==> src/rtl/core/slh_pkg.sv <==
// Types and constants shared by the size/latency histogram modules.
package slh_pkg;

	localparam int MAX_BINS    = 4;
	localparam int BIN_W       = 2;
	localparam int SIZE_W      = 40;
	localparam int TIME_W      = 32;
	localparam int MSEC_W      = 10;
	localparam int COUNT_W     = 32;
	localparam int CFG_IDX_W   = 3;
	localparam int CFG_DATA_W  = 40;
	localparam int MS_PER_SEC  = 1000;
	// elapsed milliseconds, signed, wide enough for any second difference
	localparam int MS_W        = 44;

	// request codes
	localparam logic [1:0] REQ_RECORD = 2'd0;
	localparam logic [1:0] REQ_CLEAR  = 2'd1;
	localparam logic [1:0] REQ_READ   = 2'd2;

	// configuration register indexes
	localparam logic [CFG_IDX_W-1:0] CFG_SIZE_LIMIT_0 = 3'd0;
	localparam logic [CFG_IDX_W-1:0] CFG_TIME_LIMIT_0 = 3'd4;

	// work handed from the classifier to the counter bank
	typedef enum logic [2:0] {
		OP_EMPTY,   // answer all zero
		OP_COUNT,   // increment the selected counter
		OP_CLEAR,   // zero every counter
		OP_READ,    // return the selected counter
		OP_ECHO     // return the bins with a zero value
	} slh_op_t;

	typedef struct packed {
		logic [1:0]        req_type;
		logic [SIZE_W-1:0] bytes_sent;
		logic [TIME_W-1:0] launch_sec;
		logic [MSEC_W-1:0] launch_msec;
		logic [TIME_W-1:0] now_sec;
		logic [MSEC_W-1:0] now_msec;
		logic [BIN_W-1:0]  read_size_bin;
		logic [BIN_W-1:0]  read_time_bin;
	} slh_in_t;

	typedef struct packed {
		logic               counted;
		logic [BIN_W-1:0]   size_bin;
		logic [BIN_W-1:0]   time_bin;
		logic [COUNT_W-1:0] count_value;
	} slh_out_t;

	typedef struct packed {
		slh_op_t          op;
		logic [BIN_W-1:0] size_bin;
		logic [BIN_W-1:0] time_bin;
	} slh_entry_t;

	// queue status seen by the two sides
	typedef struct packed {
		logic empty;
		logic full;
	} slh_qstat_t;

endpackage

==> src/rtl/core/slh_front.sv <==
// Classifier: holds the bin limits, computes elapsed time and picks the bin.
module slh_front #(
	parameter int SIZE_BINS = 4,
	parameter int TIME_BINS = 4
) (
	input  logic                              clk,
	input  logic                              arst_n,
	input  logic                              in_valid,
	output logic                              in_stall,
	input  slh_pkg::slh_in_t                  in_data,
	input  logic                              cfg_we,
	input  logic [slh_pkg::CFG_IDX_W-1:0]     cfg_index,
	input  logic [slh_pkg::CFG_DATA_W-1:0]    cfg_data,
	input  slh_pkg::slh_qstat_t               qstat,
	output logic                              push,
	output slh_pkg::slh_entry_t               push_entry
);
	import slh_pkg::*;

	logic [SIZE_W-1:0] size_limit_q [MAX_BINS];
	logic [TIME_W-1:0] time_limit_q [MAX_BINS];

	logic                     v_s1;
	logic [1:0]               req_s1;
	logic signed [MS_W-1:0]   prod_s1;
	logic signed [MSEC_W:0]   dm_s1;
	logic [MAX_BINS-1:0]      size_hit_s1;
	logic [BIN_W-1:0]         rsb_s1;
	logic [BIN_W-1:0]         rtb_s1;
	logic                     rd_ok_s1;

	logic                     v_s2;
	slh_entry_t               entry_s2;

	logic                     adv;
	logic signed [TIME_W:0]   ds;
	logic signed [MS_W-1:0]   ds_x;
	logic [MAX_BINS-1:0]      size_hit;
	logic signed [MS_W-1:0]   ms;
	logic [MAX_BINS-1:0]      time_hit;
	logic                     s_found;
	logic [BIN_W-1:0]         s_sel;
	logic                     t_found;
	logic [BIN_W-1:0]         t_sel;
	slh_entry_t               entry_d;

	// hold every stage while the queue cannot take the last one
	assign in_stall = v_s2 && qstat.full;
	assign adv      = !in_stall;
	assign push     = v_s2 && !qstat.full;
	assign push_entry = entry_s2;

	// write bin limits
	always_ff @(posedge clk or negedge arst_n) begin
		if (!arst_n) begin
			for (int i = 0; i < MAX_BINS; i++) begin
				size_limit_q[i] <= '1;
				time_limit_q[i] <= '1;
			end
		end else if (cfg_we) begin
			if (cfg_index < CFG_TIME_LIMIT_0) begin
				size_limit_q[cfg_index[BIN_W-1:0]] <= cfg_data[SIZE_W-1:0];
			end else begin
				time_limit_q[cfg_index[BIN_W-1:0]] <= cfg_data[TIME_W-1:0];
			end
		end
	end

	// second difference and size compares
	always_comb begin
		ds   = $signed({1'b0, in_data.now_sec}) - $signed({1'b0, in_data.launch_sec});
		ds_x = MS_W'(ds);
		for (int i = 0; i < MAX_BINS; i++) begin
			size_hit[i] = (i < SIZE_BINS) && (in_data.bytes_sent <= size_limit_q[i]);
		end
	end

	// stage 1: scale seconds to milliseconds, register the size compares
	always_ff @(posedge clk or negedge arst_n) begin
		if (!arst_n) begin
			v_s1 <= 1'b0;
		end else if (adv) begin
			v_s1 <= in_valid;
		end
	end

	always_ff @(posedge clk) begin
		if (adv && in_valid) begin
			req_s1      <= in_data.req_type;
			prod_s1     <= ds_x * $signed(MS_W'(MS_PER_SEC));
			dm_s1       <= $signed({1'b0, in_data.now_msec}) -
				$signed({1'b0, in_data.launch_msec});
			size_hit_s1 <= size_hit;
			rsb_s1      <= in_data.read_size_bin;
			rtb_s1      <= in_data.read_time_bin;
			rd_ok_s1    <= ({1'b0, in_data.read_size_bin} < (BIN_W+1)'(SIZE_BINS)) &&
				({1'b0, in_data.read_time_bin} < (BIN_W+1)'(TIME_BINS));
		end
	end

	// elapsed time, time compares and first-match pick
	always_comb begin
		ms = prod_s1 + MS_W'(dm_s1);
		for (int i = 0; i < MAX_BINS; i++) begin
			time_hit[i] = (i < TIME_BINS) && (ms <= $signed({12'b0, time_limit_q[i]}));
		end
		s_found = 1'b0;
		s_sel   = '0;
		for (int i = MAX_BINS - 1; i >= 0; i--) begin
			if (size_hit_s1[i]) begin
				s_found = 1'b1;
				s_sel   = BIN_W'(i);
			end
		end
		t_found = 1'b0;
		t_sel   = '0;
		for (int i = MAX_BINS - 1; i >= 0; i--) begin
			if (time_hit[i]) begin
				t_found = 1'b1;
				t_sel   = BIN_W'(i);
			end
		end
	end

	// build the queue entry
	always_comb begin
		entry_d.op       = OP_EMPTY;
		entry_d.size_bin = '0;
		entry_d.time_bin = '0;
		case (req_s1)
			REQ_RECORD: begin
				if (s_found && t_found) begin
					entry_d.op       = OP_COUNT;
					entry_d.size_bin = s_sel;
					entry_d.time_bin = t_sel;
				end
			end
			REQ_CLEAR: begin
				entry_d.op = OP_CLEAR;
			end
			REQ_READ: begin
				entry_d.op       = rd_ok_s1 ? OP_READ : OP_ECHO;
				entry_d.size_bin = rsb_s1;
				entry_d.time_bin = rtb_s1;
			end
			default: begin
				entry_d.op = OP_EMPTY;
			end
		endcase
	end

	// stage 2: classified request waiting for the queue
	always_ff @(posedge clk or negedge arst_n) begin
		if (!arst_n) begin
			v_s2 <= 1'b0;
		end else if (adv) begin
			v_s2 <= v_s1;
		end
	end

	always_ff @(posedge clk) begin
		if (adv && v_s1) begin
			entry_s2 <= entry_d;
		end
	end

endmodule

==> src/rtl/core/slh_queue.sv <==
// Short queue of classified requests between classifier and counter bank.
module slh_queue (
	input  logic                 clk,
	input  logic                 arst_n,
	input  logic                 push,
	input  slh_pkg::slh_entry_t  push_entry,
	input  logic                 pop,
	output slh_pkg::slh_entry_t  head,
	output slh_pkg::slh_qstat_t  qstat
);
	import slh_pkg::*;

	localparam int DEPTH = 4;
	localparam int PTR_W = $clog2(DEPTH);

	slh_entry_t         mem_q [DEPTH];
	logic [PTR_W-1:0]   wr_ptr_q;
	logic [PTR_W-1:0]   rd_ptr_q;
	logic [PTR_W:0]     count_q;

	assign qstat.empty = (count_q == '0);
	assign qstat.full  = (count_q == (PTR_W+1)'(DEPTH));
	assign head        = mem_q[rd_ptr_q];

	// store pushed requests
	always_ff @(posedge clk) begin
		if (push) begin
			mem_q[wr_ptr_q] <= push_entry;
		end
	end

	// advance pointers and fill count
	always_ff @(posedge clk or negedge arst_n) begin
		if (!arst_n) begin
			wr_ptr_q <= '0;
			rd_ptr_q <= '0;
			count_q  <= '0;
		end else begin
			if (push) begin
				wr_ptr_q <= wr_ptr_q + 1'b1;
			end
			if (pop) begin
				rd_ptr_q <= rd_ptr_q + 1'b1;
			end
			if (push && !pop) begin
				count_q <= count_q + 1'b1;
			end else if (pop && !push) begin
				count_q <= count_q - 1'b1;
			end
		end
	end

endmodule

==> src/rtl/core/slh_back.sv <==
// Counter bank: applies one queued request per cycle while its output is not stalled, and registers the result.
module slh_back #(
	parameter int SIZE_BINS = 4,
	parameter int TIME_BINS = 4
) (
	input  logic                 clk,
	input  logic                 arst_n,
	input  slh_pkg::slh_entry_t  head,
	input  slh_pkg::slh_qstat_t  qstat,
	output logic                 pop,
	output logic                 out_valid,
	input  logic                 out_stall,
	output slh_pkg::slh_out_t    out_data
);
	import slh_pkg::*;

	localparam int CNT_DEPTH = SIZE_BINS * TIME_BINS;
	localparam int IDX_W     = (CNT_DEPTH > 1) ? $clog2(CNT_DEPTH) : 1;

	logic [COUNT_W-1:0] cnt_q [CNT_DEPTH];
	logic               out_valid_q;
	slh_out_t           out_data_q;

	logic [IDX_W-1:0]   idx;
	logic [COUNT_W-1:0] cur;
	logic [COUNT_W-1:0] inc;
	slh_out_t           res;

	assign pop       = !qstat.empty && (!out_valid_q || !out_stall);
	assign out_valid = out_valid_q;
	assign out_data  = out_data_q;

	// select the counter and form the result
	always_comb begin
		idx = IDX_W'(int'(head.size_bin) * TIME_BINS + int'(head.time_bin));
		cur = cnt_q[idx];
		inc = cur + 1'b1;
		res = '0;
		case (head.op)
			OP_COUNT: begin
				res.counted     = 1'b1;
				res.size_bin    = head.size_bin;
				res.time_bin    = head.time_bin;
				res.count_value = inc;
			end
			OP_READ: begin
				res.size_bin    = head.size_bin;
				res.time_bin    = head.time_bin;
				res.count_value = cur;
			end
			OP_ECHO: begin
				res.size_bin = head.size_bin;
				res.time_bin = head.time_bin;
			end
			default: begin
				res = '0;
			end
		endcase
	end

	// update counters: increment one or clear all
	always_ff @(posedge clk or negedge arst_n) begin
		if (!arst_n) begin
			for (int i = 0; i < CNT_DEPTH; i++) begin
				cnt_q[i] <= '0;
			end
		end else if (pop) begin
			if (head.op == OP_CLEAR) begin
				for (int i = 0; i < CNT_DEPTH; i++) begin
					cnt_q[i] <= '0;
				end
			end else if (head.op == OP_COUNT) begin
				cnt_q[idx] <= inc;
			end
		end
	end

	// output register
	always_ff @(posedge clk or negedge arst_n) begin
		if (!arst_n) begin
			out_valid_q <= 1'b0;
		end else if (pop) begin
			out_valid_q <= 1'b1;
		end else if (!out_stall) begin
			out_valid_q <= 1'b0;
		end
	end

	always_ff @(posedge clk) begin
		if (pop) begin
			out_data_q <= res;
		end
	end

endmodule

==> src/rtl/core/size_latency_histogram.sv <==
// Size/latency histogram: a grid of SIZE_BINS x TIME_BINS wrapping 32-bit
// counters, indexed by transfer size and elapsed milliseconds. Every request
// (record, clear, read) returns exactly one result. Throughput is one request
// per clock while neither side stalls; a taken request is registered in the
// two classifier stages (the seconds-to-milliseconds scaling stage, then the
// bin compare stage), the four-entry request queue and the output register, in
// that order. The counter bank applies one request per cycle while its output
// is not stalled; a clear zeroes the whole grid at once. Counters and limits
// come out of reset ready, with no clearing pass. The user must write bin
// limits through the cfg port (indexes 0-3 size limits, 4-7 time limits) only
// while no request is pending; the block itself does not enforce this.
module size_latency_histogram #(
	parameter int SIZE_BINS = 4,
	parameter int TIME_BINS = 4
) (
	input  logic                            clk,
	input  logic                            arst_n,
	input  logic                            in_valid,
	output logic                            in_stall,
	input  slh_pkg::slh_in_t                in_data,
	output logic                            out_valid,
	input  logic                            out_stall,
	output slh_pkg::slh_out_t               out_data,
	input  logic                            cfg_we,
	input  logic [slh_pkg::CFG_IDX_W-1:0]   cfg_index,
	input  logic [slh_pkg::CFG_DATA_W-1:0]  cfg_data
);
	import slh_pkg::*;

	logic       push;
	logic       pop;
	slh_entry_t push_entry;
	slh_entry_t head;
	slh_qstat_t qstat;

	// classify requests
	slh_front #(
		.SIZE_BINS(SIZE_BINS),
		.TIME_BINS(TIME_BINS)
	) u_front (
		.clk        (clk),
		.arst_n     (arst_n),
		.in_valid   (in_valid),
		.in_stall   (in_stall),
		.in_data    (in_data),
		.cfg_we     (cfg_we),
		.cfg_index  (cfg_index),
		.cfg_data   (cfg_data),
		.qstat      (qstat),
		.push       (push),
		.push_entry (push_entry)
	);

	// decouple the two sides
	slh_queue u_queue (
		.clk        (clk),
		.arst_n     (arst_n),
		.push       (push),
		.push_entry (push_entry),
		.pop        (pop),
		.head       (head),
		.qstat      (qstat)
	);

	// count and answer
	slh_back #(
		.SIZE_BINS(SIZE_BINS),
		.TIME_BINS(TIME_BINS)
	) u_back (
		.clk       (clk),
		.arst_n    (arst_n),
		.head      (head),
		.qstat     (qstat),
		.pop       (pop),
		.out_valid (out_valid),
		.out_stall (out_stall),
		.out_data  (out_data)
	);

endmodule

==> config.mk <==
export PLATFORM = sky130hd
export DESIGN_NAME = size_latency_histogram
export DESIGN_NICKNAME = d
export VERILOG_FILES = /design/src/rtl/core/slh_pkg.sv /design/src/rtl/core/slh_front.sv /design/src/rtl/core/slh_queue.sv /design/src/rtl/core/slh_back.sv /design/src/rtl/core/size_latency_histogram.sv
export SDC_FILE = /design/constraint.sdc
export NUM_CORES = 2
export LEC_CHECK = 0
export BUFFER_PORTS_ARGS = -buffer_cell sky130_fd_sc_hd__buf_4
export CORE_ASPECT_RATIO = 1.1
export CORE_MARGIN = 2
export CORE_UTILIZATION = 55
export CTS_CLUSTER_DIAMETER = 50
export CTS_CLUSTER_SIZE = 28
export DETAILED_ROUTE_END_ITERATION = 16
export HOLD_SLACK_MARGIN = 0.05
export PLACE_DENSITY = 0.72
export REMOVE_ABC_BUFFERS = 1
export SYNTH_ARGS = -nofsm -noshare
export SYNTH_HDL_FRONTEND = slang
export SYNTH_SLANG_ARGS = --single-unit
==> constraint.sdc <==
create_clock -name clk -period 6.54 [get_ports clk]
set_clock_uncertainty 0.15 [all_clocks]
set_input_delay 1.308 -clock clk [delete_from_list [all_inputs] [get_ports clk]]
set_output_delay 1.308 -clock clk [all_outputs]
set_load 0.005 [all_outputs]
* Yosys cells after proc, flatten, opt, wreduce, memory -nomap -nowiden
Memories as Yosys holds them, arrays and structs flattened.
Cells that the tools add are included.
** Operators by class
- Eq/ne operators :: 8
- $mul :: 1
- Add/subtract/negate cells :: 9
- Reduce and logical (&&, ||, !) cells :: 26
- Bitwise logic cells :: 3
- Multiplexer cells :: 41
- $lt $le $gt $ge :: 13
** Operator list (number)
- $mux 512 :: 2
- $bwmux 512 :: 1
- $le 44x33->1 :: 4
- $bwmux 160 :: 1
- $le 40x40->1 :: 4
- $bmux 32 s4 :: 1
- $bwmux 128 :: 1
- $demux 32 s4 :: 1
- $mux 32 :: 4
- $demux 40 s2 :: 1
- $demux 32 s2 :: 1
- $pmux 32 s2 :: 1
- $add 44x11->44 :: 1
- $mul 33x8->41 const B :: 1
- $mux 40 :: 1
- $sub 32x32->33 :: 1
- $add 32x1->32 const B :: 1
- $mux 2 :: 8
- $mux 1 :: 13
- $sub 10x10->11 :: 1
- $logic_and 1x1->1 :: 10
- $pmux 4 s2 :: 1
- $logic_not 1->1 :: 7
- $eq 3x2->1 const B :: 2
- 26 further kinds :: 32
** Storage, ports and cells
- Output and inout bits :: 39
- Register bits after elaboration :: 916
- Bits in writable memories :: 28
- Memories :: 1
- Logic and storage cells :: 145
- Input port bits :: 178
** Memory list
- u_queue.mem_q :: depth 4, bits a word 7, rd ports 1, clocked after Yosys merged registers in 0, write ports 1, RTL line slh_queue.sv:16 : slh_entry_t mem_q [DEPTH];

* Logic depth before layout (Yosys ltp)
An unclocked memory read counts as a cell.
- Word-level depth :: 10
- Mapped depth :: 32
- Gate-level depth less buffers :: 32

* Modules after synthesis
Synthesis repeated with hierarchy kept, for this count alone.
** Unflattened totals
- Cell total of the unflattened synthesis :: 6254
- Area total of the unflattened synthesis :: 61602.8 um^2
** By module, submodules not included
- slh_front :: seq. area each 9659.3 um^2, cells an instance 3217, area each 30671.9 um^2, times used 1
- slh_back :: seq. area each 13948.4 um^2, cells an instance 2966, area each 29525.8 um^2, times used 1
- slh_queue :: seq. area each 1016.0 um^2, cells an instance 71, area each 1405.1 um^2, times used 1

* Worst setup path after synthesis
No wires, ideal clock.
- Kind :: in2reg
- From :: input in_data[64] (netlist name)
- To :: register u_front.prod_s1[41], data pin
- Stages :: 29
- Library setup time :: 261 ps
- Buffers on the path :: 1
- Arrival time :: 7879 ps
- Data required time :: 6129 ps
- Slack :: -1750 ps
- Cell sequence :: inv_1 > ha_1 > clkbuf_1 > and3_1 > and3_1 > a211oi_1 > a21oi_1 > a21o_1 > a21o_1 > a21o_1 > a21oi_1 > xnor2_1 > ha_1 > xnor2_1 > fa_1 > inv_1 > fa_1 > inv_1 > fa_1 > inv_1 > ha_1 > nand3_1 > nor2_1 > or3b_2 > a21o_1 > a211oi_1 > nor2_1 > a21o_1 > a311o_1
** On the way
- Cells in the longest elaborated chain, start to end :: 2
** RTL lines
- start, declared :: RTL line size_latency_histogram.sv:20 : input slh_pkg::slh_in_t in_data,
- $sub 32x32->33 :: RTL line slh_front.sv:71 : ds = $signed({1'b0, in_data.now_sec}) - $signed({1'b0, in_data.launch_sec});
- $mul 33x8->41 :: RTL line slh_front.sv:90 : prod_s1 <= ds_x * $signed(MS_W'(MS_PER_SEC));
- end signal, assigned :: RTL line slh_front.sv:90
- end, declared :: RTL line slh_front.sv:25 : logic signed [MS_W-1:0] prod_s1;
No other way between the ends.
A chain may end at the register's enable or synchronous reset.

* Final worst setup path
- From :: input in_data[57] (netlist name)
- To :: register u_front.prod_s1[41], data pin
The elaborated chain is that of the path after synthesis.

==> flow_metrics.env <==
export IMPL_synthDistinctLibCells=99
export IMPL_slew_headroom_pct=24.4
export IMPL_grt_max_degree=156
export IMPL_cpPeakStageDelay_ns=0.53
export IMPL_cts_made_buffers=74
export IMPL_hpwl_um=100000
export IMPL_crit_arrival_ns=7.55
export IMPL_min_period_over_period_pct=111
export IMPL_vias=43200
export IMPL_routed_wl_um=152000
export IMPL_viasPerCell=5.88
export IMPL_cp_start_kind="primary input"
export IMPL_die_width_um=310
export IMPL_yosysSeqAreaShare_pct=43.4
export IMPL_path_clk_slew_ns=0.08
export IMPL_synth_area_per_cell_um2=10.3
export IMPL_grt_pass1_wl_um=239000
export IMPL_area_growth_pct=17.1
export IMPL_grt_overflow_total=0
export IMPL_synthFlopType="dfrtp_1"
export IMPL_routedWlPerCell_um=20.6
export IMPL_r2r_start="u_front.dm_s1[10]"
export IMPL_dp_cells=7164
export IMPL_drc=0
export IMPL_clkLatencyLatePin_ns=0.69
export IMPL_whs_endpoint="u_back.cnt_q[59]"
export IMPL_place_ws_ns=-1.86
export IMPL_nNetsFinal=6702
export IMPL_drive_gt1_share_pct=26.8
export IMPL_finalSetupViolCount=21
export IMPL_antenna_found_initial=5
export IMPL_ant_nets=0
export IMPL_drv_cap=0
export IMPL_multiInputGateArea_um2=30100
export IMPL_critPathMaxFanout=3
export IMPL_required_ns=6.81
export IMPL_cts_sinks=939
export IMPL_reg2reg_to="u_front.push_entry[4]"
export IMPL_synth_async_reset_ratio_pct=86.3
export IMPL_cts_max_level=3
export IMPL_timing_critical_path_mode_cell="a21o_1"
export IMPL_clock_fmax_mhz=137
export IMPL_maxSlewViolCount=0
export IMPL_synth_area_um2=56500
export IMPL_gr_usage_all_layers_pct=28.8
export IMPL_hold_viol_final=0
export IMPL_r2r_slack_ns=0.45
export IMPL_regArea_um2=24500
export IMPL_port_buffers=216
export IMPL_die_area_um2=105000
export IMPL_critical_path_class="primary input to flip-flop"
export IMPL_place_gp_congestion=0.882
export IMPL_grt_pass1_vias=43900
export IMPL_tightestPinTransition_ns=1.13
export IMPL_status="finished with violations"
export IMPL_num_fill_cells=7876
export IMPL_drt_iter0_markers=3817
export IMPL_grt_setup_unrepaired="true"
export IMPL_fin_cells=7358
export IMPL_holdPathStages=2
export IMPL_hold_path_class="flip-flop to flip-flop"
export IMPL_synth_edf_count=129
export IMPL_core_um2=102000
export IMPL_io_pin_count=217
export IMPL_root_buffer="clkbuf_16"
export IMPL_min_period_ns=7.28
export IMPL_cts_tree="yes"
export IMPL_netlist_instances=5485
export IMPL_r2r_cells=22
export IMPL_drtPass1Iterations=5
export IMPL_die_h_um=340
export IMPL_min_from="u_back.cnt_q[59]"
export IMPL_cp_slowest_cell="fa_1"
export IMPL_rows=123
export IMPL_violations="negative setup slack"
export IMPL_synth_warnings=0
export IMPL_start_util_pct=55.4
export IMPL_cts_buffer_depth=3
export IMPL_cp_end_kind="flip-flop"
export IMPL_finalSetupTns_ns=-9.32
export IMPL_setup_ws_ns=-0.737
export IMPL_ys_ff_latch=939
==> worst max path at each step <==
stage           startpoint             endpoint  depth (start not counted)
6_report       in_data[57]  u_front.prod_s1[41]                         32
5_1_grt        in_data[57]  u_front.prod_s1[41]                         30
4_1_cts        in_data[57]  u_front.prod_s1[41]                         30
3_5_place_dp   in_data[64]  u_front.prod_s1[41]                         32
3_3_place_gp   in_data[64]  u_front.prod_s1[41]                         31
2_1_floorplan  in_data[64]  u_front.prod_s1[41]                         28
==> worst max-delay path, delay by kind of cell <==
| kind | cells | cell delay, ns |
|---|---|---|
| buffers and inverters | 9 | 0.77 |
| adders and majority gates | 6 | 2.34 |
| AOI/OAI and AO/OA | 13 | 2.72 |
| xor gates and xnor gates | 1 | 0.07 |
| and+or+nand+nor | 3 | 0.30 |
==> metrics by stage <==
stage               utilization [%]  hold slack (ns)  area (um2)
finish                         64.8            0.329       66100
floorplan                         -            0.295       55300
CTS                            63.9            0.331       65200
global route                   64.8            0.348       66100
detailed placement             60.2            0.315       61500
global placement               60.2            0.305       61500
==> synth_stat cells, types with 53 or more instances <==
master | n | share of area [%]
a21o_1 | 149 | 2.0
a21oi_1 | 172 | 1.5
a22o_1 | 53 | 0.82
a22oi_1 | 53 | 0.70
clkbuf_1 | 176 | 1.2
dfrtp_1 | 522 | 23
dfstp_2 | 288 | 13
edfxtp_1 | 129 | 6.9
fa_1 | 117 | 4.1
ha_1 | 489 | 11
inv_1 | 609 | 4.0
mux2_2 | 142 | 2.8
mux4_2 | 134 | 5.3
nand2_1 | 801 | 5.3
nand4_1 | 79 | 0.87
nor2_1 | 134 | 0.89
o21ai_0 | 650 | 5.8
o21ai_1 | 90 | 0.80
xnor2_1 | 88 | 1.4
xor2_1 | 53 | 0.82
==> repair_timing <==
item                       in CTS  in global routing
hold buffers                    0                  0
setup endpoints to repair      27                 34
hold endpoints to repair        0                  0
gates resized for setup       172                142
pin swaps                     109                 93
buffers inserted               42                 35
==> cell families (layout without fill, tap and decap cells) <==
| group | after synthesis | in the layout | synth area share [%] |
|---|---|---|---|
| AOI/OAI and AO/OA | 1357 | 1357 | 14.3 |
| and+or+nand+nor | 1285 | 1285 | 10.2 |
| other | 1 | 4 | 0.00664 |
| xor gates and xnor gates | 154 | 154 | 2.61 |
| adders and majority gates | 607 | 607 | 15.0 |
| buffers and inverters | 854 | 1349 | 6.12 |
| DFF | 939 | 939 | 43.4 |
| muxes | 288 | 288 | 8.39 |
==> metal layers <==
layer  routed length (um)  global-route usage, %  vias to the layer above
li1                     -                      -                    19800
met1                63300                   39.0                    21700
met2                73800                   47.8                     1435
met3                10300                   4.31                      292
met4                 4380                   9.40                        4
met5                   23                      0                        -
==> sequential cells by signal (all words and copies together), names as in the netlist, 4 cells and up <==
| name | flops |
|---|---|
| u_front.prod_s1 | 41 |
| u_front.time_limit_q | 128 |
| u_front.push_entry | 6 |
| u_back.cnt_q | 512 |
| u_front.size_limit_q | 160 |
| u_front.dm_s1 | 11 |
| u_queue.mem_q | 24 |
| u_front.size_hit_s1 | 4 |
| u_back.out_data | 37 |
==> cell usage in the layout (no fill, tap or decap), drive strengths merged, types with 83 or more instances in the layout <==
master / n
mux2: 142
dfrtp: 522
edfxtp: 129
o21ai: 760
mux4: 134
nand2: 805
a21oi: 174
inv: 642
xnor2: 96
a21o: 149
fa: 117
dfstp: 288
nand4: 83
nor2: 137
buf: 601
ha: 489
==> area by class of cell <==
cell class / count / area share (%)
well taps: 1375 / 2.60
multi-input cells: 3692 / 45.5
clock inverters: 57 / 1.17
clock buffers: 81 / 2.97
flip-flops and latches: 939 / 37.1
repair buffers: 601 / 7.19
inverters: 610 / 3.47
diodes: 3 / 0.0114
Power is left out: the tool's default activity adds up to more than one toggle a clock period on the data nets, which glitch-free logic cannot reach.
